### src/hdl/nearest_address_top_k_top_defines.svh
// Assertion macros for the nearest address top-k block
`ifndef NEAREST_ADDRESS_TOP_K_TOP_DEFINES_SVH
`define NEAREST_ADDRESS_TOP_K_TOP_DEFINES_SVH

// same-cycle implication
`define NAT_ASSERT_NOW(lbl, ante, cons, msg) \
  lbl: assert property (@(posedge clk) disable iff (rst) (ante) |-> (cons)) else $error(msg);

// next-cycle implication
`define NAT_ASSERT_NEXT(lbl, ante, cons, msg) \
  lbl: assert property (@(posedge clk) disable iff (rst) (ante) |=> (cons)) else $error(msg);

`endif

### src/hdl/nat_pkg.sv
// Shared types and constants for the nearest address top-k block
`timescale 1ns / 1ps

package nat_pkg;

  localparam int MAX_KEEP_DEF = 16;
  localparam int ID_BITS_DEF  = 16;

  localparam int ADDR_W = 64;
  localparam int IDX_W  = 3;

  localparam logic [IDX_W-1:0] REG_MODE       = 3'd0;
  localparam logic [IDX_W-1:0] REG_QUERY      = 3'd1;
  localparam logic [IDX_W-1:0] REG_TEXT_START = 3'd2;
  localparam logic [IDX_W-1:0] REG_TEXT_LEN   = 3'd3;
  localparam logic [IDX_W-1:0] REG_KEEP       = 3'd4;

  localparam logic [4:0]  KEEP_RESET = 5'd5;
  localparam logic [11:0] CONF_SPAN  = 12'd4095;
  localparam logic [6:0]  CONF_FULL  = 7'd100;
  localparam logic [ADDR_W-1:0] PAGE_MASK = 64'hFFF;

  // control for every cell of the chain
  typedef struct packed {
    logic ins;
    logic pop;
    logic clr;
  } cell_ctl_t;

  // front end record status at the insert stage
  typedef struct packed {
    logic valid;
    logic ok;
    logic last;
  } stage_t;

endpackage

### src/hdl/nat_front.sv
// Input register, qualification and distance stage
`timescale 1ns / 1ps

module nat_front #(
  parameter int ID_BITS = nat_pkg::ID_BITS_DEF
) (
  input  logic                       clk,
  input  logic                       rst,
  input  logic                       accept,
  input  logic [nat_pkg::ADDR_W-1:0] symbol_address,
  input  logic [15:0]                symbol_id,
  input  logic                       is_function,
  input  logic                       excluded,
  input  logic                       last_symbol,
  input  logic                       mode,
  input  logic [nat_pkg::ADDR_W-1:0] query,
  input  logic [nat_pkg::ADDR_W-1:0] text_start,
  input  logic [nat_pkg::ADDR_W-1:0] text_length,
  output nat_pkg::stage_t            stage,
  output logic [nat_pkg::ADDR_W-1:0] out_address,
  output logic [nat_pkg::ADDR_W-1:0] calc_distance,
  output logic [ID_BITS-1:0]         out_id
);

  logic                       s1_valid;
  logic                       s1_last;
  logic                       s1_func;
  logic                       s1_excl;
  logic [nat_pkg::ADDR_W-1:0] s1_address;
  logic [ID_BITS-1:0]         s1_id;

  logic                       in_range;
  logic                       ok;
  logic [nat_pkg::ADDR_W-1:0] rel;
  logic [nat_pkg::ADDR_W-1:0] q_low;
  logic [nat_pkg::ADDR_W-1:0] a_low;
  logic [nat_pkg::ADDR_W-1:0] dist_full;
  logic [nat_pkg::ADDR_W-1:0] dist_page;

  always_ff @(posedge clk) begin
    if (rst) begin
      s1_valid <= 1'b0;
    end else begin
      s1_valid <= accept;
    end
  end

  always_ff @(posedge clk) begin
    if (accept) begin
      s1_address <= symbol_address;
      s1_id      <= ID_BITS'(symbol_id);
      s1_func    <= is_function;
      s1_excl    <= excluded;
      s1_last    <= last_symbol;
    end
  end

  always_comb begin
    rel       = s1_address - text_start;
    in_range  = (s1_address >= text_start) && (rel < text_length);
    ok        = s1_func && !s1_excl && (s1_address != '0) && (!mode || in_range);
    dist_full = (s1_address > query) ? (s1_address - query) : (query - s1_address);
    q_low     = query & nat_pkg::PAGE_MASK;
    a_low     = s1_address & nat_pkg::PAGE_MASK;
    dist_page = (a_low > q_low) ? (a_low - q_low) : (q_low - a_low);
  end

  always_ff @(posedge clk) begin
    if (rst) begin
      stage.valid <= 1'b0;
    end else begin
      stage.valid <= s1_valid;
    end
    stage.ok   <= ok;
    stage.last <= s1_last;
  end

  always_ff @(posedge clk) begin
    out_address   <= s1_address;
    out_id        <= s1_id;
    calc_distance <= mode ? dist_page : dist_full;
  end

endmodule

### config.mk
export PLATFORM = sky130hd
export DESIGN_NAME = nat_front
export DESIGN_NICKNAME = d
export VERILOG_FILES = /design/src/hdl/nearest_address_top_k_top_defines.svh /design/src/hdl/nat_pkg.sv /design/src/hdl/nat_front.sv
export SDC_FILE = /design/constraint.sdc
export NUM_CORES = 1
export LEC_CHECK = 0
export BUFFER_PORTS_ARGS = -buffer_cell sky130_fd_sc_hd__clkbuf_2
export CELL_PAD_IN_SITES_DETAIL_PLACEMENT = 0
export CELL_PAD_IN_SITES_GLOBAL_PLACEMENT = 2
export CORE_MARGIN = 3
export CORE_UTILIZATION = 35
export DETAILED_ROUTE_END_ITERATION = 8
export PLACE_DENSITY_LB_ADDON = 0.25
export SETUP_SLACK_MARGIN = 0.3
export SLEW_MARGIN = 20
export SYNTH_ARGS = -nofsm -noshare
export SYNTH_HDL_FRONTEND = slang
export SYNTH_SLANG_ARGS = --single-unit
### constraint.sdc
create_clock -name clk -period 6.4 [get_ports clk]
set_input_delay 0.64 -clock clk [delete_from_list [all_inputs] [get_ports clk]]
set_output_delay 0.64 -clock clk [all_outputs]
set_load 0.03 [all_outputs]
Word-level counts from Yosys, hierarchy flattened
Cells that the tools add are included.
- bits in registers: 231
- logic and storage cells: 32
- input port bits: 279
- output and inout bits: 147
- magnitude comparators: 4
- add/subtract/negate cells: 5
- mux-type cells: 3
- reductions and logical operators: 8
- operator list (cell ; count):
    2-to-1 mux 64 bit ; 3
    subtractor 64 bit ; 3
    >= comparator 64 bit ; 1
    > comparator 64 bit ; 1
    < comparator 64 bit ; 1
    nonzero test 64 bit ; 1
    subtractor 12 x 12 -> 13 bit ; 2
    > comparator 12 bit ; 1
    logical AND 1 bit ; 4
    zero test 1 bit ; 2
    logical OR 1 bit ; 1

Longest topological paths before layout
- depth in word-level cells: 5
- depth in mapped cells: 23
- mapped depth without buffers: 23

Worst setup path before layout
No wires, ideal clock.
- path type: input to register
- start: in text_start[0] (netlist bit)
- end: reg stage[1] (netlist bit)
- stages on the path: 22
- required time: 6.326 ns
- data arrival time: 4.380 ns
- path buffers: 0
- path slack: 1.946 ns
- library setup time: 0.074 ns
- path through: ha_1 > inv_1 > fa_1 > a211oi_1 > o21ai_0 > a21oi_1 > o211ai_1 > a2111oi_2 > o31ai_1 > nand3_1 > a21oi_1 > nor3_1 > xnor2_1 > ha_1 > nor2b_1 > o21ai_0 > nand2b_1 > a21oi_1 > o21ai_0 > a31oi_1 > o311ai_0 > a31oi_1
- cells in the longest elaborated chain, start to end: 5
- ends and longest elaborated chain (element ; RTL line ; text):
    from (decl) ; nat_front.sv:17 ; input logic [nat_pkg::ADDR_W-1:0] text_start,
    subtractor 64 bit ; nat_front.sv:59 ; rel = s1_address - text_start;
    < comparator 64 bit ; nat_front.sv:60 ; in_range = (s1_address >= text_start) && (rel < text_length);
    logical AND 1 bit (*) ; nat_front.sv:60 ;
    logical OR 1 bit (*) ; nat_front.sv:61 ; ok = s1_func && !s1_excl && (s1_address != '0) && (!mode || in_range);
    logical AND 1 bit (*) ; nat_front.sv:61 ;
    net ok ; nat_front.sv:33 ; logic ok;
    to (decl) ; nat_front.sv:19 ; output nat_pkg::stage_t stage,
The timed path passes the listed nets; every way through them passes the cells marked *.
A chain may end at the register's enable or synchronous reset.

Worst setup path after layout
- start: reg s1_address[0] (netlist bit)
- end: reg stage[1] (netlist bit)
- cells in the longest elaborated chain, start to end: 5
- ends and longest elaborated chain (element ; RTL line ; text):
    from (decl) ; nat_front.sv:29 ; logic [nat_pkg::ADDR_W-1:0] s1_address;
    from (signal assigned) ; nat_front.sv:50 ; s1_address <= symbol_address;
    subtractor 64 bit ; nat_front.sv:59 ;
    < comparator 64 bit ; nat_front.sv:60 ;
    logical AND 1 bit ; nat_front.sv:60 ;
    logical OR 1 bit ; nat_front.sv:61 ;
    logical AND 1 bit (*) ; nat_front.sv:61 ;
    net ok ; nat_front.sv:33 ;
Marked as above.

==> impl_metrics.json <==
{
  "slew_violations": 0,
  "r2r_slack_ps": 1070,
  "cp-start-kind": "flip-flop",
  "clockRootBuffer": "clkbuf_16",
  "start_util_pct": 35.6,
  "period_minus_slack_ps": 5330,
  "ctsHtreeMaxLevel": 1,
  "net-switching-power_w": 0.00244,
  "ctsHoldBuffers": 0,
  "clkPwrFrac_pct": 27.1,
  "wirelength_mm": 76.4,
  "die_area_sq_um": 58000,
  "dp_hpwl_mm": 64.4,
  "syn_area_per_cell_sq_um": 8.20,
  "via_per_inst": 5.49,
  "grt_pass1_wl_mm": 112,
  "slew_headroom_pct": 27.2,
  "utilization_pct": 42.2,
  "gp_congestion": 0.908,
  "syn_to_final_growth_pct": 18.5,
  "antenna_found_initial": 20,
  "cp_cell_sequence": "inv_1 -> ha_1 -> inv_1 -> fa_1 -> a211oi_1 -> o21ai_0 -> a21oi_1 -> a211oi_1 -> o311ai_1 -> a211oi_1 -> nor2_1 -> o21ai_1 -> a211oi_1 -> xnor2_1 -> ha_1 -> nand4_1 -> nor2_1 -> a21oi_1 -> o2111ai_1 -> a31oi_1 -> o311ai_0 -> a31oi_1",
  "worstHoldPathType": "in2reg",
  "cpMostUsedCell": "a211oi_1",
  "post-cts-setup-buffers": 0,
  "crit_type": "reg2reg",
  "firstDrtPassIters": 5,
  "ctsResizeCount": 0,
  "p_int_w": 0.00363,
  "ir_worst_vdd_mv": 0.219,
  "fp.dieW_um": 241,
  "clk_pin_slew_ps": 70,
  "fmax_mhz": 188,
  "ys_ff_latch": 231,
  "total_power_w": 0.00607,
  "slowest_delay_ps": 540,
  "io_buffers": 425,
  "hold_end": "s1_address[36]$_DFFE_PP_",
  "pwr-share-comb_pct": 42.3,
  "vias": 18900,
  "finalSetupTns_ps": 0,
  "synth_cell_types": 83,
  "die_h_um": 241,
  "end_kind": "flip-flop",
  "cts_inserted_buffers": 26,
  "grt_overflow_total": 0,
  "fin_crit_sh_pct": 83.3,
  "syn_area_sq_um": 19300,
  "required_ps": 6890,
  "min_from": "symbol_address[36]",
  "hold_viol": 0,
  "rsz0062_at_grt": "no",
  "min_path_cells": 1,
  "status": "completed",
  "setup.worst_path.start": "s1_address[0]$_DFFE_PP_",
  "nets": 3253,
  "final_cell_mix": "clkbuf_2, inv_1, ha_1, a21oi_1, o21ai_0",
  "cp.arrival_ps": 5820,
  "drt_first_iter_violations": 1238,
  "grt_max_degree": 62,
  "synthCells": 2356,
  "power_switching_share_pct": 40.2,
  "synth_warnings": 0,
  "holdWs_ps": 223,
  "cts_sinks": 231,
  "fin_skew_ps": 32.4,
  "setup_viol": 0,
  "synth-edff-count": 83,
  "first_global_vias": 18800,
  "grtUsageTotal_pct": 25.4,
  "power_density_nw_per_um2": 265,
  "leakagePower_nw": 11.3,
  "clock_latency_ps": 590,
  "syn_nets": 2892,
  "synth-async-reset-ratio_pct": 0,
  "worst_path_max_delay_cell": "o311ai_1",
  "cts_tree": "yes",
  "layout_commonest_cell": "clkbuf_2",
  "drive_gt1_share_pct": 18.8,
  "crit-reg2reg-launch": "s1_address[0]$_DFFE_PP_",
  "drv_cap": 0,
  "seq_power_share_pct": 30.6,
  "row_count": 85,
  "ant_nets": 0,
  "timing.rr.end": "stage[1]$_DFF_P_",
  "synth-seq-area-share_pct": 28.2,
  "drc": 0,
  "clockBufferDepth": 3,
  "wl_per_cell_um": 22.2,
  "tightest_slew_ps": 1090,
  "coreArea_sq_um": 54200,
  "r2r_cells": 22,
  "ys.flop_type": "dfxtp_1",
  "ioPinCount": 426,
  "cp_max_fo": 4
}
synthesized netlist by cell type, types with 25 or more instances:
cell | n | area [sq um]
nand4_1 | 69 | 432
nor2b_1 | 27 | 169
nor4_1 | 25 | 156
a31oi_1 | 25 | 156
ha_1 | 254 | 3180
xnor2_1 | 67 | 587
nor2_1 | 121 | 454
xor2_1 | 42 | 368
o21ai_0 | 155 | 776
buf_2 | 31 | 155
a21o_1 | 105 | 788
nand2_1 | 144 | 541
inv_1 | 296 | 1110
edfxtp_1 | 83 | 2490
o21a_1 | 30 | 225
nor3_1 | 36 | 180
dfxtp_1 | 148 | 2960
o21bai_1 | 40 | 300
a211oi_1 | 29 | 218
a21oi_1 | 252 | 1260
mux2i_1 | 31 | 310
nand3_1 | 35 | 175
clkbuf_1 | 63 | 236
critical path, delay by kind of cell, from the launching register on:
family | cells | cell delay, ps
DFF | 1 | 480
xor gates and xnor gates | 1 | 160
and+or+nand+nor | 3 | 480
AOI/OAI and AO/OA | 13 | 3080
buffers and inverters | 2 | 190
adders and majority gates | 3 | 850
metrics by stage:
stage | instances | setup WS [ps] | instance area, sq um
floorplan | 2356 | 1950 | 19300
global placement | 3385 | 1130 | 21900
detailed placement | 3385 | 1030 | 21900
CTS | 3433 | 1080 | 22900
global route | 3444 | 554 | 22900
finish | 3446 | 1070 | 22900
layer usage:
metal	vias to the layer above	track usage, %	part of all wire, %
met5	-	0	0.12
met2	665	40.7	45
li1	9170	-	-
met3	109	5.26	7.1
met1	8971	34.5	45
met4	14	7.53	2.5
sequential cells by signal, summed over array words and instances, names as in the netlist:
name / count
s1_valid: 1
s1_excl: 1
s1_id: 16
out_address: 64
s1_address: 64
calc_distance: 64
out_id: 16
s1_last: 1
s1_func: 1
stage: 3
power groups by stage:
stage          registers, W  clock network, W  logic, W
6_report            0.00186           0.00165   0.00257
5_1_grt             0.00188           0.00173   0.00282
4_1_cts             0.00186           0.00169   0.00256
3_5_place_dp        0.00189                 0   0.00254
3_3_place_gp        0.00188                 0   0.00254
2_1_floorplan       0.00215                 0   0.00146
final cells by class:
cell class              instances  area, sq um
fillers                      5633        31300
flip-flops and latches        231         5460
well taps                     696          871
repair buffers                440         2240
multi-input cells            1721        12200
diodes                         13         32.5
clock inverters                20          285
inverters                     297         1110
clock buffers                  28          658
cell families (layout without fill, tap and decap cells):
group	Yosys count	after routing	share of synthesized area, %
AOI/OAI and AO/OA	788	788	26.0
xor gates and xnor gates	109	109	4.94
adders and majority gates	257	257	16.8
buffers and inverters	404	785	8.45
DFF	231	231	28.2
muxes	41	41	2.25
other	0	13	0
and+or+nand+nor	526	526	13.3
how the worst max path moves through the flow:
| stage | cells after the start | endpoint | slack, ps |
|---|---|---|---|
| after global placement | 22 | stage[1]$_DFF_P_ | 1130 |
| after CTS | 22 | stage[1]$_DFF_P_ | 1080 |
| after detailed placement | 22 | stage[1]$_DFF_P_ | 1030 |
| after global routing | 23 | stage[1]$_DFF_P_ | 550 |
| after floorplan | 22 | stage[1]$_DFF_P_ | 1950 |
| final | 22 | stage[1]$_DFF_P_ | 1070 |
(Power assumes the default switching activity.)
